File: src/design/rgbf_pkg.sv
`timescale 1ns / 1ps
// Shared types, constants and per-channel filter functions for the RGB 3x3 image filter.
// Depends on nothing; every other design file but rgbf_ram imports it.
package rgbf_pkg;

    localparam int MaxWidth   = 2048;
    localparam int AddrW      = $clog2(MaxWidth);
    localparam int PixW       = 24;
    localparam int ColW       = AddrW;
    localparam int RowW       = 12;
    localparam int DimW       = 12;
    localparam int CountW     = 24;
    localparam int QueueDepth = 4;
    localparam int QPtrW      = $clog2(QueueDepth);

    localparam logic [1:0] ModeLaplace = 2'd0;
    localparam logic [1:0] ModeGauss   = 2'd1;
    localparam logic [1:0] ModeMedian  = 2'd2;
    localparam logic [1:0] ModeSobel   = 2'd3;

    localparam logic [1:0] RegMode   = 2'd0;
    localparam logic [1:0] RegWidth  = 2'd1;
    localparam logic [1:0] RegHeight = 2'd2;

    localparam logic [DimW-1:0]   ResetWidth  = 12'd1280;
    localparam logic [DimW-1:0]   ResetHeight = 12'd960;
    localparam logic [DimW-1:0]   MinDim      = 12'd3;
    localparam logic [DimW-1:0]   MaxWidthDim = 12'd2048;
    localparam logic [CountW-1:0] ResetTotal  = 24'd1228800;

    typedef struct packed {
        logic       action;
        logic [7:0] in_blue;
        logic [7:0] in_green;
        logic [7:0] in_red;
    } in_item_t;

    typedef struct packed {
        logic [7:0] out_blue;
        logic [7:0] out_green;
        logic [7:0] out_red;
        logic       last_of_frame;
    } out_item_t;

    // One classified request handed from the front to the back.
    typedef struct packed {
        logic             is_drain;
        logic             emit;
        logic             border;
        logic             last;
        logic [AddrW-1:0] addr;
        logic [PixW-1:0]  pix;
    } cmd_t;

    typedef logic [8:0][7:0] taps_t;

    function automatic logic [7:0] min2(input logic [7:0] a, input logic [7:0] b);
        return (a < b) ? a : b;
    endfunction

    function automatic logic [7:0] max2(input logic [7:0] a, input logic [7:0] b);
        return (a < b) ? b : a;
    endfunction

    function automatic logic [7:0] med3(input logic [7:0] a, input logic [7:0] b,
                                        input logic [7:0] c);
        return max2(min2(a, b), min2(max2(a, b), c));
    endfunction

    // Median of nine: sort rows, then max of mins, median of mids, min of maxes.
    function automatic logic [7:0] median9(input taps_t t);
        logic [7:0] lo0, lo1, lo2, md0, md1, md2, hi0, hi1, hi2;
        lo0 = min2(min2(t[0], t[1]), t[2]);
        lo1 = min2(min2(t[3], t[4]), t[5]);
        lo2 = min2(min2(t[6], t[7]), t[8]);
        hi0 = max2(max2(t[0], t[1]), t[2]);
        hi1 = max2(max2(t[3], t[4]), t[5]);
        hi2 = max2(max2(t[6], t[7]), t[8]);
        md0 = med3(t[0], t[1], t[2]);
        md1 = med3(t[3], t[4], t[5]);
        md2 = med3(t[6], t[7], t[8]);
        return med3(max2(max2(lo0, lo1), lo2), med3(md0, md1, md2),
                    min2(min2(hi0, hi1), hi2));
    endfunction

    function automatic logic [7:0] filt_channel(input logic [1:0] mode, input taps_t t);
        logic signed [11:0] lap;
        logic [8:0]         gss;
        logic [9:0]         px, nx, py, ny, ax, ay;
        logic [10:0]        sob;
        logic [7:0]         res;
        lap = $signed({2'b00, t[4], 2'b00}) - $signed({4'b0000, t[1]})
            - $signed({4'b0000, t[3]}) - $signed({4'b0000, t[5]})
            - $signed({4'b0000, t[7]});
        gss = {5'd0, t[0][7:4]} + {5'd0, t[2][7:4]} + {5'd0, t[6][7:4]}
            + {5'd0, t[8][7:4]} + {4'd0, t[1][7:3]} + {4'd0, t[3][7:3]}
            + {4'd0, t[5][7:3]} + {4'd0, t[7][7:3]} + {3'd0, t[4][7:2]};
        px = {2'b00, t[2]} + {1'b0, t[5], 1'b0} + {2'b00, t[8]};
        nx = {2'b00, t[0]} + {1'b0, t[3], 1'b0} + {2'b00, t[6]};
        py = {2'b00, t[6]} + {1'b0, t[7], 1'b0} + {2'b00, t[8]};
        ny = {2'b00, t[0]} + {1'b0, t[1], 1'b0} + {2'b00, t[2]};
        ax = (px >= nx) ? px - nx : nx - px;
        ay = (py >= ny) ? py - ny : ny - py;
        sob = {1'b0, ax} + {1'b0, ay};
        case (mode)
            ModeLaplace: begin
                if (lap < 0)
                    res = 8'd0;
                else if (lap > 12'sd255)
                    res = 8'd255;
                else
                    res = lap[7:0];
            end
            ModeGauss:  res = gss[7:0];
            ModeMedian: res = median9(t);
            ModeSobel:  res = (sob > 11'd255) ? 8'd255 : sob[7:0];
            default:    res = 8'd0;
        endcase
        return res;
    endfunction

endpackage

File: src/design/rgbf_queue.sv
`timescale 1ns / 1ps
// Short request queue between the front and back ends.
// Depends on rgbf_pkg.
module rgbf_queue (
    input  logic            clk,
    input  logic            rst_n,
    input  logic            push,
    input  rgbf_pkg::cmd_t  push_cmd,
    output logic            full,
    input  logic            pop,
    output logic            pop_valid,
    output rgbf_pkg::cmd_t  pop_cmd
);
    import rgbf_pkg::*;

    cmd_t             slot_reg [QueueDepth];
    logic [QPtrW-1:0] wr_ptr_reg, rd_ptr_reg;
    logic [QPtrW:0]   cnt_reg;

    assign full      = cnt_reg == QueueDepth[QPtrW:0];
    assign pop_valid = cnt_reg != '0;
    assign pop_cmd   = slot_reg[rd_ptr_reg];

    always_ff @(posedge clk or negedge rst_n)
    begin
        if (!rst_n)
        begin
            wr_ptr_reg <= '0;
            rd_ptr_reg <= '0;
            cnt_reg    <= '0;
        end
        else
        begin
            if (push)
                wr_ptr_reg <= wr_ptr_reg + QPtrW'(1);
            if (pop && pop_valid)
                rd_ptr_reg <= rd_ptr_reg + QPtrW'(1);
            if (push && !(pop && pop_valid))
                cnt_reg <= cnt_reg + (QPtrW+1)'(1);
            else if (!push && pop && pop_valid)
                cnt_reg <= cnt_reg - (QPtrW+1)'(1);
        end
    end

    always_ff @(posedge clk)
    begin
        if (push)
            slot_reg[wr_ptr_reg] <= push_cmd;
    end

endmodule

File: config.mk
export PLATFORM = sky130hd
export DESIGN_NAME = rgbf_queue
export DESIGN_NICKNAME = d
export VERILOG_FILES = /design/src/design/rgbf_pkg.sv /design/src/design/rgbf_queue.sv
export SDC_FILE = /design/constraint.sdc
export NUM_CORES = 1
export LEC_CHECK = 0
export ABC_AREA = 1
export BUFFER_PORTS_ARGS = -buffer_cell sky130_fd_sc_hd__buf_2
export CORE_MARGIN = 2
export CORE_UTILIZATION = 40
export CTS_CLUSTER_DIAMETER = 30
export CTS_CLUSTER_SIZE = 12
export DETAILED_ROUTE_END_ITERATION = 10
export RECOVER_POWER = 50
export SLEW_MARGIN = 15
export SYNTH_ARGS = -nofsm -noshare
export SYNTH_HDL_FRONTEND = slang
export SYNTH_SLANG_ARGS = --single-unit
File: constraint.sdc
create_clock -name clk -period 3.85 [get_ports clk]
set_input_delay 0.385 -clock clk [delete_from_list [all_inputs] [get_ports clk]]
set_output_delay 0.385 -clock clk [all_outputs]
set_load 0.1 [all_outputs]
# After elaboration in Yosys (flattened, before gate mapping)
# Memory sizes are Yosys's and may differ from the RTL's.
# Cells that the tools add are included.
totals:
  ramBits: 156
  elab_cells: 21
  reg_bits: 7
  input_bits: 43
  memories: 1
  out_inout_bits: 41
memory_table:
  columns: ["memory", "depth", "word_bits", "rd", "rd_ports_with_merged_regs", "write_ports", "line", "text"]
  rows:
  - ["slot_reg", 4, 39, 1, 0, 1, "rgbf_queue.sv:16", "cmd_t slot_reg [QueueDepth];"]
op_classes:
  add_sub_neg: 4
  mux: 4
  reduce_logical: 8
  n_eq_ne: 1
ops:
  columns: ["cell", "count"]
  rows:
  - ["3-bit 2-to-1 mux", 2]
  - ["2-bit by 1-bit adder with 2-bit output, second input constant", 2]
  - ["1-bit logical AND", 4]
  - ["3-bit by 1-bit adder with 3-bit output, second input constant", 1]
  - ["3-bit == test, second input constant", 1]
  - ["3-bit nonzero test", 1]
  - ["3-bit by 1-bit subtractor with 3-bit output, second input constant", 1]
  - ["1-bit logical NOT", 2]
  - ["1-bit 2-to-1 mux", 2]
  - ["2-bit nonzero test", 1]

# Longest topological paths before layout
# Gate-level depths: netlist of the first run.
logic_depth:
  depth_word: 5
  mapped_depth: 10
  depth_no_buf: 10

# Least setup slack after synthesis of the first run
# OpenSTA, ideal clock, no wires.
synth_timing:
  path_type: "register -> output"
  from: "reg cnt_reg[0]"
  to: "out full"
  required_ns: 3.465
  setup_slack_ns: 0.961
  path_stages_with_launch: 2
  arrival_ns: 2.504
  path_buffers: 0
  path_cell_list: "dfrtp_1 -> nor3_1"
synth_via:
  elab_chain_len: 1
synth_lines:
  columns: ["element", "line", "text"]
  rows:
  - ["from (decl)", "rgbf_queue.sv:18", "logic [QPtrW:0] cnt_reg;"]
  - ["from (signal assigned)", "rgbf_queue.sv:39", "cnt_reg <= cnt_reg + (QPtrW+1)'(1);"]
  - ["from (signal assigned)", "rgbf_queue.sv:41", "cnt_reg <= cnt_reg - (QPtrW+1)'(1);"]
  - ["3-bit == test", "rgbf_queue.sv:20", "assign full = cnt_reg == QueueDepth[QPtrW:0];"]
  - ["to (decl)", "rgbf_queue.sv:9", "output logic full,"]
# Every way passes these cells.

==> results.txt, run 1 <==
- The flow ran to the end, but the final reports show violations.
- The checks that failed: capacitance limit, slew limit.
- Max cap viols: 1
- The signal on the critical path passes through inv_2 > o21ai_0 > o22ai_1 > buf_2.
- Share of Yosys cell area claimed by the top area cell type: 0.7439
- Clock buffer count from CTS: 17
- Met3 wire length: 648 um
* Post-route clock skew: 0.006939 ns
- Startpoint type of the worst setup path: register
- Of all cell types, the one taking the most synthesized area is sky130_fd_sc_hd__edfxtp_1.
- Proportion of synthesized flip-flops having asynchronous set or reset: 0.04294
* Detailed Place HPWL: 6.777 mm
- The die is 129.5 um tall.
* Synthesis-to-finish area growth: 16.07%
* Core Box Area: 15310 sq um
* Avg Inst Size Synth: 14.58 sq um
* Detailed-routing wirelength on met1: 5.454 mm
* Final Cycle Share: 0.7457
* Share of final-layout standard cells stronger than drive strength 1: 0.1908
- Summed over all failing endpoints, the final setup total negative slack is 0 ns.
- The most used flip-flop cell after synthesis is sky130_fd_sc_hd__edfxtp_1.
* Initial standard-cell utilization of the core: 0.4112
* Number of enable flip-flop cells after synthesis: 156
* Hold crit path type: input pin to register
- Ranking of synthesized cells by area: sky130_fd_sc_hd__edfxtp_1, sky130_fd_sc_hd__o21ai_0, sky130_fd_sc_hd__nor2_1
* Required arrival time at the worst endpoint: 3.46 ns
- Largest buffer count on any clock path: 2
- Final core area utilization: 0.4773
- In this run, the number of DRC markers left after iteration 0 of detailed routing was 240.
- Highest routing layer actually used: met4
- Kind of critical path: register to output pin
* Master of the slowest instance on the critical path: sky130_fd_sc_hd__inv_2
* Total via count in the routed design: 3655
- The net count of the finished layout is 559.
- The smallest clock period supported by the final layout is computed as 2.871 ns.
* IO Count: 84
* Number of global-route vias before repair: 3626
- Number of placement rows: 45
- Number of hold buffers added after CTS: 1
- The register with the most flip-flops in the layout has 156 of them.
- Largest net degree at the start of global routing: 80
- Global-route usage over all layers: 0.1565
- DIE AREA: 16760 sq um
- The worst setup path is captured at an output pin.
- First-pass detailed-route iteration total: 4
* Biggest fanout along the worst timing path: 39
- Routed length per placed instance: 17.17 um
* Met2 WL post-DR: 6.356 mm
- Number of different library cells in the post-synthesis netlist: 25
- TritonCTS built the clock tree.
- Measured along the x axis, the die boundary spans 129.5 um.
* Final max-slew violation count: 40
- Post-CTS repair changed the size of 0 cells.
- Antenna violations before repair: 0
* Launch point of the worst hold path: push_cmd[16]
* Start point of the critical path: rd_ptr_reg[1]
- Slew of the pin with the lowest slew margin: 1.820 ns
* Register clock-pin slew on the reported worst setup and hold paths: 0.06 ns
- Routed wire length: 12.62 mm
- Filler cells: 1384
- R2R Path Start: wr_ptr_reg[0]
- The tree is rooted in a sky130_fd_sc_hd__clkbuf_16.
- Number of clock sinks seen by CTS: 163
- After global routing the overflow that remains totals 0.
- Setup repair after global routing left no endpoint under its margin.
- In this run the number of H-tree levels came out at 4.
- Buffering stage count on the worst path with inverters included: 2
* Final setup vio count: 0
- For this run, the slowest stage of the critical path takes 0.60 ns.
- Yosys printed 0 warnings.
- Port bufs: 83
- In the routed layout, each cell is associated on average with a via count of 4.973.
- Post-CTS timing repair inserted 0 buffers for setup.
- The detail route stage leaves a number of antenna-violating nets equal to 0.
- The number of hold-slack violations in the final timing report was 0.
- Register bit total from synthesis: 163
- Top cell family by delay on the critical path: buffers and inverters
* Sequential-to-total area share from yosys stat: 0.7717
- Global-route wire length before repair: 19.25 mm
- Worst skew pair latency: 0.42 ns
- Arrival time of the worst setup path: 2.49 ns
- Timing would allow up to 0.3483 GHz.
- Synthesized area: 6297 sq um
* Final weighted congestion in routability-driven placement: 0.6544
* Cell count after synthesis: 432
* Worst slew margin relative to its limit: -0.2145
* Post-synth net total: 480
- 0 antenna diodes ended up in the layout.
- In the routed design, unresolved DRC markers number 0.
-- worst register-to-register path, delay by kind of cell, from the launching register on --
family	cells	cell delay (ns)
buffers and inverters	1	1.30
flip-flops	1	0.41
adder cells (fa/ha/maj)	1	0.16
AND/OR/NAND/NOR	1	0.05
-- layout by cell type, fill, tap and decap left out, types with 3 or more instances in the layout --
cell                        count
sky130_fd_sc_hd__inv_1          8
sky130_fd_sc_hd__o22ai_1       29
sky130_fd_sc_hd__nor2_1        71
sky130_fd_sc_hd__ha_1           4
sky130_fd_sc_hd__o21ai_1        3
sky130_fd_sc_hd__buf_2         43
sky130_fd_sc_hd__clkbuf_16     17
sky130_fd_sc_hd__nor2_2        10
sky130_fd_sc_hd__nand2_1       19
sky130_fd_sc_hd__dfrtp_1        6
sky130_fd_sc_hd__o22ai_2       10
sky130_fd_sc_hd__o21ai_0       76
sky130_fd_sc_hd__clkbuf_1      42
sky130_fd_sc_hd__edfxtp_1     156
sky130_fd_sc_hd__clkinv_2       8
sky130_fd_sc_hd__inv_2          4
-- per-layer routing --
metal,vias to the layer above,global-route usage
li1,1760,-
met1,1790,0.1876
met2,92,0.2700
met3,13,0.04253
met4,0,0.06135
met5,-,0
-- worst paths after layout --
check	endpoint	slack (ns)	cells after the start
setup reg to reg	slot_reg[3][11]	1.51	3
hold reg to reg	cnt_reg[2]	0.47	2
min in group asynchronous	cnt_reg[0]	0.42	2
hold / removal	slot_reg[1][16]	0.22	1
max in group asynchronous	rd_ptr_reg[0]	3.10	2
setup / recovery	pop_cmd[27]	0.98	4
-- through the flow --
step                      setup WS (ns)  area [sq um]  hold slack [ns]  instances
after floorplan                  0.9611          6297          0.08941        432
after global placement            1.415          6833           0.2368        702
after detailed placement          1.400          6833           0.2389        702
after CTS                        0.9454          7370           0.1591        735
after global routing             0.8217          7310           0.2234        735
final                            0.9792          7310           0.2196        735
-- cells by family after synthesis --
family | share of synthesized area
xor gates and xnor gates | 0.002782
adders and majority gates | 0.01113
DFF | 0.7717
AOI/OAI and AO/OA | 0.1123
buffers and inverters | 0.03358
and+or+nand+nor | 0.06855
-- Yosys cell counts (3+ instances only) --
cell,count
sky130_fd_sc_hd__nand2_1,16
sky130_fd_sc_hd__o21ai_1,3
sky130_fd_sc_hd__o21ai_0,76
sky130_fd_sc_hd__buf_6,3
sky130_fd_sc_hd__clkbuf_2,3
sky130_fd_sc_hd__edfxtp_1,156
sky130_fd_sc_hd__o22ai_2,10
sky130_fd_sc_hd__nor2_1,70
sky130_fd_sc_hd__buf_2,13
sky130_fd_sc_hd__clkbuf_1,5
sky130_fd_sc_hd__nand2_2,4
sky130_fd_sc_hd__o22ai_1,29
sky130_fd_sc_hd__nor2_2,11
sky130_fd_sc_hd__dfrtp_1,7
sky130_fd_sc_hd__inv_1,11
sky130_fd_sc_hd__ha_1,4
-- cell type report --
type / instances / area [sq um] / area share
sequential: 163 / 4861 / 0.6650
timing repair buffer: 86 / 390.4 / 0.05341
clock inverter: 13 / 93.84 / 0.01284
inverter: 13 / 51.30 / 0.007018
clock buffer: 19 / 432.9 / 0.05923
tap: 211 / 264.0 / 0.03612
multi-input combinational: 230 / 1216 / 0.1664
Power of run 1 is left out: the tool's default activity adds up to more than one toggle a clock period on the data nets, which glitch-free logic cannot reach.
==> run 2, diff against run 1 <==
- clock period: 3.85 -> 2.66 ns (I/O delays scaled with it)
==> results.txt, run 2 (same netlist as run 1, synthesis figures left out) <==
- Number of clock sinks seen by CTS: 163 (unchanged)
* Number of placement rows: 45 (unchanged)
- Result of the run: finished clean (was finished with violations)
- The total iterations of the first detailed-routing run was 4 (unchanged).
- The number of maximum-capacitance constraint violations is 0 (was 1).
- R2R Path Start: wr_ptr_reg[1] (was wr_ptr_reg[0])
- R2r worst-path depth: 5 (was 3)
- The global routing usage summed across all routing layers was 0.1611 (was 0.1565).
- The antenna diode instance count was 0 (unchanged).
- The insertion delay of the later-clocked pin in the worst-skew pair came to 0.42 ns (about the same).
- Register clock-pin slew on the reported worst setup and hold paths: 0.06 ns (about the same)
- The half-perimeter wire length after placement was 7.617 mm (was 6.777 mm).
* Port bufs: 83 (unchanged)
- The initial antenna violation count is 0 (unchanged).
- Flip-flop count of the largest register after layout: 156 (unchanged)
- The internal reg-to-reg setup slack was 0.63 ns (was 1.51 ns).
- Net count of the finished layout: 568 (was 559)
- Largest net degree at the start of global routing: 59 (was 80)
* Global-route wire length before repair: 19.92 mm (was 19.25 mm)
* Horizontal die dimension: 129.5 um (unchanged)
- Hold crit path type: input pin to register (unchanged)
* Min Hold Slack: 0.1037 ns (was 0.2196 ns)
* Endpoint of the most critical register-to-register path: slot_reg[1][4] (was slot_reg[3][11])
- Startpoint type of the worst setup path: register (unchanged)
* Routed length per placed instance: 17.17 um (about the same)
* Overall die height: 129.5 um (unchanged)
- Launch point of the worst hold path: push_cmd[32] (was push_cmd[16])
* Slew of the pin with the lowest slew margin: 1.221 ns (was 1.820 ns)
* Worst slew margin relative to its limit: 0.1858 (was -0.2145)
- The remaining routing DRC violations was 0 (unchanged).
* Remaining number of nets flagged by the antenna check after routing: 0 (unchanged)
- Setup TNS: 0 ns (unchanged)
- Maximum frequency from static timing analysis: 0.4143 GHz
- Hold Path End: slot_reg[3][32] (was slot_reg[1][16])
- Initial standard-cell utilization of the core: 0.4112 (unchanged)
- The required time reported for the critical path endpoint is 2.39 ns (was 3.46 ns).
- The critical path class is register to output pin (unchanged).
* Biggest fanout along the worst timing path: 31 (was 39)
- The commonest non-fill, non-tap cell in the layout is sky130_fd_sc_hd__edfxtp_1 (unchanged).
- Final setup vio count: 0 (unchanged)
- The number of design-rule violations left by the first detailed-router iteration came to 283 (was 240).
* Final weighted congestion in routability-driven placement: 0.7356 (was 0.6544)
* Fin crit period: 2.414 ns
* Total via count in the routed design: 3724 (was 3655)
* Final max-slew violation count: 0 (was 40)
- Share of final-layout standard cells stronger than drive strength 1: 0.2158 (was 0.1908)
- RSZ-0062 raised after global routing: no (unchanged).
* Clock Root Buffer: sky130_fd_sc_hd__clkbuf_16 (unchanged)
* Synthesis-to-finish area growth: 28.25% (was 16.07%)
- Crit. End Element: output pin (unchanged)
* Core Box Area: 15310 sq um (unchanged)
- Post-route clock skew: 0.006976 ns (was 0.006939 ns)
* Arrival time of the worst setup path: 2.15 ns (was 2.49 ns)
- Largest buffer count on any clock path: 2 (unchanged)
* Number of global-route vias before repair: 3712 (was 3626)
* CTS tree: built (unchanged)
- Highest-count cells in the layout ignoring fill and taps: sky130_fd_sc_hd__edfxtp_1, sky130_fd_sc_hd__o21ai_0, sky130_fd_sc_hd__nor2_1 (unchanged).
- The number of hold-slack violations in the final timing report was 0 (unchanged).
* Number of levels in the clock H-tree: 4 (unchanged)
- The area enclosed by the die boundary was 16760 sq um (unchanged).
* Clock buffer count from CTS: 17 (unchanged)
- The global route total overflow was 0 (unchanged).
* IO Count: 84 (unchanged)
* Depth of the worst hold-timing path: 1 (unchanged)
- Routed wire length: 12.77 mm (was 12.62 mm)
* Final Cycle Share: 0.9074
- Average vias per placed instance: 5.005 (was 4.973)
run 2: metal layers:
layer | part of all wire | track usage
met1 | 0.44 | 0.2029
met2 | 0.49 | 0.2591
met3 | 0.060 | 0.05698
met4 | 0.016 | 0.05946
met5 | 0 | 0
run 2: how the worst max path moves through the flow:
stage | start | to | slack, ns | cells past startpoint
after floorplan | rd_ptr_reg[1] | pop_cmd[10] | 0.14 | 4
after global placement | rd_ptr_reg[0] | pop_cmd[14] | 0.65 | 4
after detailed placement | rd_ptr_reg[0] | pop_cmd[8] | 0.56 | 4
after CTS | rd_ptr_reg[0] | pop_cmd[8] | 0.10 | 4
after global routing | rd_ptr_reg[0] | pop_cmd[8] | 0.12 | 4
final | rd_ptr_reg[0] | pop_cmd[8] | 0.25 | 4
run 2: worst max-delay path, cell delays in order, from the launching register on:
cell and delay [ns]:
sky130_fd_sc_hd__dfrtp_4 0.64, sky130_fd_sc_hd__buf_4 0.37, sky130_fd_sc_hd__o21ai_0 0.15, sky130_fd_sc_hd__o22ai_1 0.33, sky130_fd_sc_hd__buf_12 0.22
run 2: layout make-up:
cell class / count / area (sq um)
Fill cell: 1262 / 7238
Sequential cell: 163 / 4863
Multi-Input combinational cell: 230 / 1229
Timing Repair Buffer: 95 / 1079
Clock buffer: 23 / 488.0
Tap cell: 211 / 264.0
Clock inverter: 9 / 102.6
Inverter: 13 / 51.30
run 2: stage by stage:
stage	std cells	utilization	worst slack (ns)	cell area, sq um
global route	744	0.5274	0.1215	8077
CTS	744	0.5316	0.1038	8142
global placement	711	0.4924	0.6513	7541
finish	744	0.5274	0.2463	8077
detailed placement	711	0.4924	0.5605	7541
floorplan	432	-	0.1360	6302
run 2: timing repair:
item,CTS,global route
hold buffers,1,0
gates resized for setup,0,1
buffers inserted,0,0
hold endpoints to repair,7,0
endpoints found under the setup margin,0,1
Power of run 2 is left out for the same reason.
