<file path="src/design/rgbf_pkg.sv">
`timescale 1ns / 1ps
// Shared types, constants and per-channel filter functions for the RGB 3x3 image filter.
// Depends on nothing; every other design file but rgbf_ram imports it.
package rgbf_pkg;

    localparam int MaxWidth   = 2048;
    localparam int AddrW      = $clog2(MaxWidth);
    localparam int PixW       = 24;
    localparam int ColW       = AddrW;
    localparam int RowW       = 12;
    localparam int DimW       = 12;
    localparam int CountW     = 24;
    localparam int QueueDepth = 4;
    localparam int QPtrW      = $clog2(QueueDepth);

    localparam logic [1:0] ModeLaplace = 2'd0;
    localparam logic [1:0] ModeGauss   = 2'd1;
    localparam logic [1:0] ModeMedian  = 2'd2;
    localparam logic [1:0] ModeSobel   = 2'd3;

    localparam logic [1:0] RegMode   = 2'd0;
    localparam logic [1:0] RegWidth  = 2'd1;
    localparam logic [1:0] RegHeight = 2'd2;

    localparam logic [DimW-1:0]   ResetWidth  = 12'd1280;
    localparam logic [DimW-1:0]   ResetHeight = 12'd960;
    localparam logic [DimW-1:0]   MinDim      = 12'd3;
    localparam logic [DimW-1:0]   MaxWidthDim = 12'd2048;
    localparam logic [CountW-1:0] ResetTotal  = 24'd1228800;

    typedef struct packed {
        logic       action;
        logic [7:0] in_blue;
        logic [7:0] in_green;
        logic [7:0] in_red;
    } in_item_t;

    typedef struct packed {
        logic [7:0] out_blue;
        logic [7:0] out_green;
        logic [7:0] out_red;
        logic       last_of_frame;
    } out_item_t;

    // One classified request handed from the front to the back.
    typedef struct packed {
        logic             is_drain;
        logic             emit;
        logic             border;
        logic             last;
        logic [AddrW-1:0] addr;
        logic [PixW-1:0]  pix;
    } cmd_t;

    typedef logic [8:0][7:0] taps_t;

    function automatic logic [7:0] min2(input logic [7:0] a, input logic [7:0] b);
        return (a < b) ? a : b;
    endfunction

    function automatic logic [7:0] max2(input logic [7:0] a, input logic [7:0] b);
        return (a < b) ? b : a;
    endfunction

    function automatic logic [7:0] med3(input logic [7:0] a, input logic [7:0] b,
                                        input logic [7:0] c);
        return max2(min2(a, b), min2(max2(a, b), c));
    endfunction

    // Median of nine: sort rows, then max of mins, median of mids, min of maxes.
    function automatic logic [7:0] median9(input taps_t t);
        logic [7:0] lo0, lo1, lo2, md0, md1, md2, hi0, hi1, hi2;
        lo0 = min2(min2(t[0], t[1]), t[2]);
        lo1 = min2(min2(t[3], t[4]), t[5]);
        lo2 = min2(min2(t[6], t[7]), t[8]);
        hi0 = max2(max2(t[0], t[1]), t[2]);
        hi1 = max2(max2(t[3], t[4]), t[5]);
        hi2 = max2(max2(t[6], t[7]), t[8]);
        md0 = med3(t[0], t[1], t[2]);
        md1 = med3(t[3], t[4], t[5]);
        md2 = med3(t[6], t[7], t[8]);
        return med3(max2(max2(lo0, lo1), lo2), med3(md0, md1, md2),
                    min2(min2(hi0, hi1), hi2));
    endfunction

    function automatic logic [7:0] filt_channel(input logic [1:0] mode, input taps_t t);
        logic signed [11:0] lap;
        logic [8:0]         gss;
        logic [9:0]         px, nx, py, ny, ax, ay;
        logic [10:0]        sob;
        logic [7:0]         res;
        lap = $signed({2'b00, t[4], 2'b00}) - $signed({4'b0000, t[1]})
            - $signed({4'b0000, t[3]}) - $signed({4'b0000, t[5]})
            - $signed({4'b0000, t[7]});
        gss = {5'd0, t[0][7:4]} + {5'd0, t[2][7:4]} + {5'd0, t[6][7:4]}
            + {5'd0, t[8][7:4]} + {4'd0, t[1][7:3]} + {4'd0, t[3][7:3]}
            + {4'd0, t[5][7:3]} + {4'd0, t[7][7:3]} + {3'd0, t[4][7:2]};
        px = {2'b00, t[2]} + {1'b0, t[5], 1'b0} + {2'b00, t[8]};
        nx = {2'b00, t[0]} + {1'b0, t[3], 1'b0} + {2'b00, t[6]};
        py = {2'b00, t[6]} + {1'b0, t[7], 1'b0} + {2'b00, t[8]};
        ny = {2'b00, t[0]} + {1'b0, t[1], 1'b0} + {2'b00, t[2]};
        ax = (px >= nx) ? px - nx : nx - px;
        ay = (py >= ny) ? py - ny : ny - py;
        sob = {1'b0, ax} + {1'b0, ay};
        case (mode)
            ModeLaplace: begin
                if (lap < 0)
                    res = 8'd0;
                else if (lap > 12'sd255)
                    res = 8'd255;
                else
                    res = lap[7:0];
            end
            ModeGauss:  res = gss[7:0];
            ModeMedian: res = median9(t);
            ModeSobel:  res = (sob > 11'd255) ? 8'd255 : sob[7:0];
            default:    res = 8'd0;
        endcase
        return res;
    endfunction

endpackage

</file>
<file path="src/design/rgbf_front.sv">
`timescale 1ns / 1ps
// Front end: configuration registers, raster position counters, pending count,
// classification of input items into line-store requests. Depends on rgbf_pkg.
module rgbf_front (
    input  logic                clk,
    input  logic                rst_n,
    input  logic                in_valid,
    output logic                in_ready,
    input  rgbf_pkg::in_item_t  in_item,
    input  logic                wr_en,
    input  logic [1:0]          wr_index,
    input  logic [11:0]         wr_data,
    input  logic                q_full,
    output logic                push,
    output rgbf_pkg::cmd_t      push_cmd,
    output logic [1:0]          mode
);
    import rgbf_pkg::*;

    logic [1:0]        mode_reg;
    logic [DimW-1:0]   wid_reg, hgt_reg;
    logic [RowW-1:0]   in_row_reg, in_row_next, out_row_reg, out_row_next;
    logic [ColW-1:0]   in_col_reg, in_col_next, out_col_reg, out_col_next;
    logic [CountW-1:0] pend_reg, pend_next, tot_reg;
    logic [CountW-1:0] prod_a_reg, prod_b_reg;
    logic [1:0]        recalc_reg;
    logic              mod_busy_reg;
    logic [4:0]        mod_cnt_reg;
    logic [CountW-1:0] rem_reg, rem_next, dvd_reg;

    logic [DimW-1:0]   ew, eh;
    logic              accept, emit, drain_ok, out_step, off_frame, mod_start;
    logic [DimW-1:0]   ic1, oc1;
    logic [RowW-1:0]   ir1, or1;
    logic [CountW-1:0] p1, sum_a, sum_b, diff_ba, rem_shift;

    assign ew = (wid_reg < MinDim) ? MinDim : ((wid_reg > MaxWidthDim) ? MaxWidthDim : wid_reg);
    assign eh = (hgt_reg < MinDim) ? MinDim : hgt_reg;

    assign mode     = mode_reg;
    assign in_ready = !q_full && (recalc_reg == 2'd0) && !mod_busy_reg;
    assign accept   = in_valid && in_ready;

    assign ic1 = {1'b0, in_col_reg} + 12'd1;
    assign oc1 = {1'b0, out_col_reg} + 12'd1;
    assign ir1 = in_row_reg + 12'd1;
    assign or1 = out_row_reg + 12'd1;

    assign emit     = pend_reg > {12'd0, ew};
    assign drain_ok = (in_row_reg == '0) && (in_col_reg == '0) && (pend_reg != '0);
    assign push     = accept && (!in_item.action || drain_ok);
    assign out_step = push && (in_item.action || emit);

    // A position past the current frame edge breaks the running count.
    assign off_frame = (in_row_reg >= eh) || ({1'b0, in_col_reg} >= ew)
                    || (out_row_reg >= eh) || ({1'b0, out_col_reg} >= ew);

    assign sum_a   = prod_a_reg + {13'd0, in_col_reg};
    assign sum_b   = prod_b_reg + {13'd0, out_col_reg};
    assign diff_ba = sum_b - sum_a;

    // Output position a frame or more ahead: reduce the gap modulo the frame size.
    assign mod_start = (recalc_reg == 2'd1) && (sum_a < sum_b) && (diff_ba >= tot_reg);
    assign rem_shift = {rem_reg[CountW-2:0], dvd_reg[CountW-1]};
    assign rem_next  = (rem_shift >= tot_reg) ? rem_shift - tot_reg : rem_shift;

    always_comb
    begin
        push_cmd.is_drain = in_item.action;
        push_cmd.emit     = in_item.action || emit;
        push_cmd.border   = (out_row_reg == '0) || (out_row_reg >= eh - 12'd1)
                          || (out_col_reg == '0) || ({1'b0, out_col_reg} >= ew - 12'd1);
        push_cmd.last     = (out_row_reg == eh - 12'd1) && ({1'b0, out_col_reg} == ew - 12'd1);
        push_cmd.pix      = {in_item.in_red, in_item.in_green, in_item.in_blue};
        if (in_item.action)
            push_cmd.addr = (oc1 >= ew) ? '0 : oc1[AddrW-1:0];
        else
            push_cmd.addr = in_col_reg;
    end

    always_comb
    begin
        in_row_next  = in_row_reg;
        in_col_next  = in_col_reg;
        out_row_next = out_row_reg;
        out_col_next = out_col_reg;
        pend_next    = pend_reg;
        p1           = (pend_reg + 24'd1 == tot_reg) ? '0 : pend_reg + 24'd1;
        if (accept && !in_item.action)
        begin
            if (ic1 >= ew)
            begin
                in_col_next = '0;
                in_row_next = (ir1 >= eh) ? '0 : ir1;
            end
            else
            begin
                in_col_next = ic1[ColW-1:0];
            end
            if (emit)
                pend_next = (p1 == '0) ? tot_reg - 24'd1 : p1 - 24'd1;
            else
                pend_next = p1;
        end
        else if (push)
        begin
            pend_next = pend_reg - 24'd1;
        end
        if (out_step)
        begin
            if (oc1 >= ew)
            begin
                out_col_next = '0;
                out_row_next = (or1 >= eh) ? '0 : or1;
            end
            else
            begin
                out_col_next = oc1[ColW-1:0];
            end
        end
        // Rebuild the pending count from positions once a new frame size settles.
        if (recalc_reg == 2'd1)
        begin
            if (sum_a >= sum_b)
                pend_next = sum_a - sum_b;
            else if (diff_ba < tot_reg)
                pend_next = tot_reg - diff_ba;
        end
        if (mod_busy_reg && (mod_cnt_reg == 5'd0))
            pend_next = (rem_next == '0) ? '0 : tot_reg - rem_next;
    end

    always_ff @(posedge clk or negedge rst_n)
    begin
        if (!rst_n)
        begin
            mode_reg     <= ModeLaplace;
            wid_reg      <= ResetWidth;
            hgt_reg      <= ResetHeight;
            in_row_reg   <= '0;
            in_col_reg   <= '0;
            out_row_reg  <= '0;
            out_col_reg  <= '0;
            pend_reg     <= '0;
            tot_reg      <= ResetTotal;
            recalc_reg   <= 2'd0;
            mod_busy_reg <= 1'b0;
            mod_cnt_reg  <= 5'd0;
            rem_reg      <= '0;
            dvd_reg      <= '0;
        end
        else
        begin
            in_row_reg  <= in_row_next;
            in_col_reg  <= in_col_next;
            out_row_reg <= out_row_next;
            out_col_reg <= out_col_next;
            pend_reg    <= pend_next;
            if (wr_en)
            begin
                recalc_reg <= 2'd2;
                case (wr_index)
                    RegMode:   mode_reg <= wr_data[1:0];
                    RegWidth:  wid_reg  <= wr_data;
                    RegHeight: hgt_reg  <= wr_data;
                    default:   ;
                endcase
            end
            else if (push && off_frame)
            begin
                recalc_reg <= 2'd2;
            end
            else if (recalc_reg != 2'd0)
            begin
                recalc_reg <= recalc_reg - 2'd1;
            end
            if (recalc_reg == 2'd2)
                tot_reg <= {12'd0, ew} * {12'd0, eh};
            // One remainder bit per cycle, most significant first.
            if (wr_en)
            begin
                mod_busy_reg <= 1'b0;
            end
            else if (mod_start)
            begin
                mod_busy_reg <= 1'b1;
                mod_cnt_reg  <= 5'd23;
                rem_reg      <= '0;
                dvd_reg      <= diff_ba;
            end
            else if (mod_busy_reg)
            begin
                rem_reg     <= rem_next;
                dvd_reg     <= {dvd_reg[CountW-2:0], 1'b0};
                mod_cnt_reg <= mod_cnt_reg - 5'd1;
                if (mod_cnt_reg == 5'd0)
                    mod_busy_reg <= 1'b0;
            end
        end
    end

    always_ff @(posedge clk)
    begin
        prod_a_reg <= {12'd0, in_row_reg} * {12'd0, ew};
        prod_b_reg <= {12'd0, out_row_reg} * {12'd0, ew};
    end

endmodule

</file>
<file path="config.mk">
export PLATFORM = sky130hd
export DESIGN_NAME = rgbf_front
export DESIGN_NICKNAME = d
export VERILOG_FILES = /design/src/design/rgbf_pkg.sv /design/src/design/rgbf_front.sv
export SDC_FILE = /design/constraint.sdc
export NUM_CORES = 2
export LEC_CHECK = 0
export BUFFER_PORTS_ARGS = -buffer_cell sky130_fd_sc_hd__buf_2
export CAP_MARGIN = 25
export CELL_PAD_IN_SITES_DETAIL_PLACEMENT = 1
export CELL_PAD_IN_SITES_GLOBAL_PLACEMENT = 2
export CORE_MARGIN = 3
export CORE_UTILIZATION = 39
export CTS_CLUSTER_SIZE = 28
export DETAILED_ROUTE_END_ITERATION = 8
export GPL_TIMING_DRIVEN = 0
export PLACE_DENSITY = 0.9
export SLEW_MARGIN = 20
export SYNTH_ARGS = -nofsm -noshare
export SYNTH_HDL_FRONTEND = slang
export SYNTH_SLANG_ARGS = --single-unit
</file>
<file path="constraint.sdc">
create_clock -name clk -period 8.75 [get_ports clk]
set_input_delay 1.3125 -clock clk [delete_from_list [all_inputs] [get_ports clk]]
set_output_delay 1.3125 -clock clk [all_outputs]
set_load 0.01 [all_outputs]
</file>
# == After elaboration in Yosys (flattened, before gate mapping) ==
# Index checks and enable logic that the tools add are counted.
# word_totals
out_inout_bits,43
in_bits,44
wordCells,140
ff_bits,223
# op_classes
magnitude_cmp,19
addsub,19
reduce_logical,43
muxes,32
n_bitwise,1
n_eq_ne,7
mul,3
# op_table
cell,n
two-way mux 24 bit,13
subtractor 24 bit,5
greater-or-equal comparator 12 bit,7
greater-or-equal comparator 24 bit,3
multiplier 12 x 12 -> 24 bit,3
"subtractor 24 x 1 -> 24 bit, second input constant",3
two-way mux 12 bit,5
adder 24 x 11 -> 24 bit,2
logical NOT 24 bit,2
less-than comparator 24 bit,2
two-way mux 23 bit,2
greater-or-equal comparator 11 x 12 -> 1 bit,3
two-way mux 11 bit,3
"adder 11 x 1 -> 12 bit, second input constant",2
"adder 12 x 1 -> 12 bit, second input constant",2
"adder 24 x 1 -> 24 bit, second input constant",1
equality test 24 bit,1
greater-than comparator 24 x 12 -> 1 bit,1
logical NOT 12 bit,2
"less-than comparator 12 x 2 -> 1 bit, second input constant",2
nonzero test 24 bit,1
"subtractor 12 x 1 -> 12 bit, second input constant",2
logical NOT 11 bit,2
logical AND 1 bit,13
18 further kinds,42

# == Depth between registers and ports, before layout ==
# logic_depth
word_depth,11
ltp_mapped,38
ltp_nobuf,35

# == Worst setup path before layout ==
# OpenSTA, ideal clock, no wires.
# synth_timing
kind,reg-to-reg
startpoint,reg out_col_reg[0]
endpoint,reg pend_reg[21]
stages_incl_launch_ff,33
arrival_ns,6.947
setup_slack_ns,1.677
synth_period_minus_slack_ns,7.073
path_buffers,1
setup_ns,0.126
required_time_ns,8.624
cell_sequence,dfrtp_1 -> ha_1 -> fa_1 -> a21o_1 -> a21oi_1 -> o21bai_1 -> a21oi_1 -> o21bai_1 -> a21oi_1 -> o21bai_1 -> a21oi_1 -> nor2b_1 -> o21ai_0 -> xnor2_1 -> ha_1 -> clkbuf_1 -> nand4_1 -> nor3_1 -> o311a_1 -> nor3_1 -> xor2_1 -> ha_1 -> nand2_1 -> or4_1 -> nand4b_1 -> o21ai_0 -> a221oi_1 -> nor3_1 -> maj3_1 -> maj3_1 -> xor2_1 -> a211oi_1 -> a221o_1
# synth_via
elab_chain_len,7
# synth_rtl
item,line,source
start: declaration,rgbf_front.sv:23,"logic [ColW-1:0] in_col_reg, in_col_next, out_col_reg, out_col_next;"
start signal: assignment,rgbf_front.sv:157,out_col_reg <= out_col_next;
adder 24 x 11 -> 24 bit *,rgbf_front.sv:59,"assign sum_b = prod_b_reg + {13'd0, out_col_reg};"
subtractor 24 bit,rgbf_front.sv:60,assign diff_ba = sum_b - sum_a;
subtractor 24 bit or less-than comparator 24 bit (tied branches),"rgbf_front.sv:127, rgbf_front.sv:126",
two-way mux 24 bit,rgbf_front.sv:126,else if (diff_ba < tot_reg)
two-way mux 24 bit *,rgbf_front.sv:124,if (sum_a >= sum_b)
two-way mux 24 bit *,rgbf_front.sv:122,if (recalc_reg == 2'd1)
two-way mux 24 bit *,rgbf_front.sv:129,if (mod_busy_reg && (mod_cnt_reg == 5'd0))
named net pend_next[21],rgbf_front.sv:24,"logic [CountW-1:0] pend_reg, pend_next, tot_reg;"
end signal: assignment,rgbf_front.sv:158,pend_reg <= pend_next;
end: declaration,rgbf_front.sv:24,
# Mark *: on every way through the listed nets, which the timed path passes. The rest lies on a longest branch.
# A chain may end at the register's enable or synchronous reset.

# == Worst setup path in the final report ==
# layout_timing
startpoint,reg wid_reg[5]
endpoint,reg tot_reg[22]
# layout_via
elab_chain_len,4
# layout_rtl
item,line,source
start: declaration,rgbf_front.sv:21,"logic [DimW-1:0] wid_reg, hgt_reg;"
start signal: assignment,rgbf_front.sv:138,wid_reg <= ResetWidth;
start signal: assignment,rgbf_front.sv:164,RegWidth: wid_reg <= wr_data;
greater-than comparator 12 bit,rgbf_front.sv:37,assign ew = (wid_reg < MinDim) ? MinDim : ((wid_reg > MaxWidthDim) ? MaxWidthDim : wid_reg);
two-way mux 12 bit,rgbf_front.sv:37,
two-way mux 12 bit *,rgbf_front.sv:37,
multiplier 12 x 12 -> 24 bit *,rgbf_front.sv:178,"tot_reg <= {12'd0, ew} * {12'd0, eh};"
end signal: assignment,rgbf_front.sv:145,tot_reg <= ResetTotal;
end signal: assignment,rgbf_front.sv:178,
end: declaration,rgbf_front.sv:24,
# Every way passes the cells marked *; elsewhere a longest branch is shown, timed or not.

==> metrics.cfg <==
[outcome]
status=complete, no violations

[critical_path]
criticalPathCategory=flip-flop to flip-flop
cp_num_buf_inv=5
crit_family=adder cells
crit_top_cell=fa_1
cp-start-kind=flip-flop
critPathArrivalTime_ns=8.94
worstPathRequired_ns=9.19
cp_slowest_cell=buf_1
slowest_delay_ns=0.79
ff2ff_setup_slack_ns=0.24
end_kind=flip-flop
cp_max_fo=10

[synth]
ys_types=90
asyncSetResetFlopFracSynth_pct=78.48
yosys.area.top_type=fa_1
synth_cells=4669
synthTopCellsByCount=inv_1, nand2_1, ha_1, fa_1, nor2_1
synth_nets=5486
yosysWarnings=0
synth_most_common_cell=inv_1
yosys.area.top_type_share_pct=16.33
ys.flop_type=dfrtp_1
synth_seq_cells=223
syn_area_sq_um=37630
synth-edff-count=0
seq_area_frac_synth_pct=14.22
avgSynthCellArea_sq_um=8.060
synthTopCellsByArea=fa_1, ha_1, dfrtp_1

[power]
p_leak_nw=19.72
comb_power_share_pct=81.1
switching_share_pct=57.68
clkPwrFrac_pct=8.0
cellInternalPower_mw=6.810
p_total_mw=16.09
seqPwrFrac_pct=10.9
p_sw_mw=9.280
irDropWorstVdd_mv=0.2693
power_density_nw_per_um2=393.7

[route]
wirelength_mm=145.5
dr.pass1.iters=5
wl_per_cell_um=24.03
vias=34672
detail_route.vias_per_cell=5.727
drcViolationCount=0
first_iter_violations=2157
drtAntennaViolNets=0

[sta]
finalWorstPathRequiredPeriod_ns=8.506
setup_viol=0
period_share_pct=97.21
hold_viol_final=0
drv_slew=0
tightest_slew_ns=1.081
slew_headroom_pct=27.95
fin_skew_ns=0.03926
max_clock_freq_mhz=117.6

[placement]
placed_area_sq_um=39600
gp_congestion=0.9709
dp_cells=5998
dp_hpwl_mm=118.6
io_buffers=62

[layout]
stdcell_count=6054
layout-drive-gt1-share_pct=6.789
fin_nets=5581
post-route-util_pct=42.89
area_growth_pct=8.594
fin_area_sq_um=40870

[clocking]
tritoncts=done
cts_made_buffers=29
cts_max_level=1
cts.reportedPaths.clkPinSlew_ns=0.06
cts_sinks=223
cts_root_buffer=clkbuf_16
cts-hold-fix-buffers=0
clk-insertion-delay-late_ns=0.61
clockBufferDepth=3

[global_routing]
grt_use_total_pct=28.85
grt_antenna_before_repair=7
grt_pass1_vias=36510
grt_pass1_wl_mm=221.2
grt_overflow=0
grt_start_max_net_pins=82

[die]
die_w_um=316.6
fp.coreArea_sq_um=95290
dieArea_sq_um=100300
std_cell_rows=113
ioPinCount=87
die_h_um=316.6
initial_utilization_pct=39.49

[flow_run]
maxCapViolCount=0

[min_path]
hold_path_class=flip-flop to flip-flop

-- stage by stage --
| stage | hold WS, ns | setup TNS (ns) | worst slack (ns) |
|---|---|---|---|
| after floorplan | 0.4422 | 0 | 1.677 |
| after global placement | 0.4606 | -66.37 | -1.430 |
| after detailed placement | 0.4703 | -68.12 | -1.307 |
| after CTS | 0.4834 | 0 | 0.01051 |
| after global routing | 0.5115 | -0.01091 | -0.01091 |
| final | 0.4832 | 0 | 0.2443 |
-- path summary, 6_finish.rpt --
kind	startpoint	depth (start not counted)	end
setup / recovery	wid_reg[5]$_DFFE_PN0P_	25	tot_reg[22]$_DFFE_PN0N_
min in group asynchronous	rst_n	1	dvd_reg[17]$_DFFE_PN0P_
setup reg to reg	wid_reg[5]$_DFFE_PN0P_	25	tot_reg[22]$_DFFE_PN0N_
hold / removal	dvd_reg[7]$_DFFE_PN0P_	1	dvd_reg[7]$_DFFE_PN0P_
max in group asynchronous	rst_n	2	hgt_reg[7]$_DFFE_PN1P_
hold reg to reg	dvd_reg[7]$_DFFE_PN0P_	1	dvd_reg[7]$_DFFE_PN0P_
-- cell usage in the layout (no fill, tap or decap), types with 86 or more instances in the layout --
cell type	count
nand3_1	103
a21oi_1	186
a21o_1	89
fa_1	307
nand2_1	550
xor2_1	108
xnor2_1	218
clkbuf_1	164
inv_1	600
nor3_1	92
ha_1	463
nor2_1	302
dfrtp_1	162
buf_2	86
o21ai_0	246
-- power by group through the flow --
stage / sequential [mW] / combinational, mW / clock (mW)
2_1_floorplan: 1.55 / 8.72 / 0
3_3_place_gp: 1.74 / 12.4 / 0
3_5_place_dp: 1.75 / 12.7 / 0
4_1_cts: 1.74 / 12.9 / 1.30
5_1_grt: 1.78 / 14.2 / 1.34
6_report: 1.75 / 13.0 / 1.29
-- metal layers --
metal  up-vias  wire (um)  track usage, %
met3       272       8575           3.464
li1      15804          -               -
met4         2       7092           11.62
met5         -         12               0
met1     17572      62780           38.29
met2      1022      67030           47.76
-- kinds of logic (layout without fill, tap and decap cells) --
| family | count (synthesis) | after routing | share of synthesized area [%] |
|---|---|---|---|
| AOI/OAI and AO/OA | 925 | 925 | 16.05 |
| xor gates and xnor gates | 335 | 335 | 7.979 |
| adders and majority gates | 778 | 778 | 31.96 |
| buffers and inverters | 869 | 987 | 9.056 |
| DFF | 223 | 223 | 14.22 |
| muxes | 80 | 80 | 2.271 |
| other | 0 | 2 | 0 |
| and+or+nand+nor | 1459 | 1459 | 18.46 |
-- worst reg2reg max path: stages (launching register included) --
cell and delay (ns):
dfrtp_1 0.56, nor4_1 0.31, nand2_1 0.11, nor4_2 0.30
o21a_1 0.18, clkbuf_2 0.46, buf_1 0.79, nand2_1 0.16
fa_1 0.42, fa_1 0.49, fa_1 0.55, inv_1 0.05
fa_1 0.48, inv_1 0.05, fa_1 0.48, inv_1 0.04
ha_1 0.30, a21boi_0 0.16, o21ai_0 0.27, a21boi_0 0.18
o21ai_0 0.38, a211oi_1 0.19, or3_1 0.41, a31oi_1 0.30
xor2_2 0.55, mux2i_1 0.19
-- repair_timing --
action / in CTS / in global routing
resized for setup: 37 / 45
pin swaps: 2 / 2
setup buffers: 3 / 4
endpoints found under the setup margin: 89 / 89
-- cell type report --
cell class	instances	area, sq um
Antenna cell	2	5.005
Buffer	243	1096
Clock buffer	40	818.3
Clock inverter	14	167.7
Fill cell	11745	54430
Inverter	618	2342
Multi-Input combinational cell	3577	29050
Sequential cell	223	5356
Tap cell	1265	1583
Timing Repair Buffer	72	451.7
(Power assumes the default switching activity.)
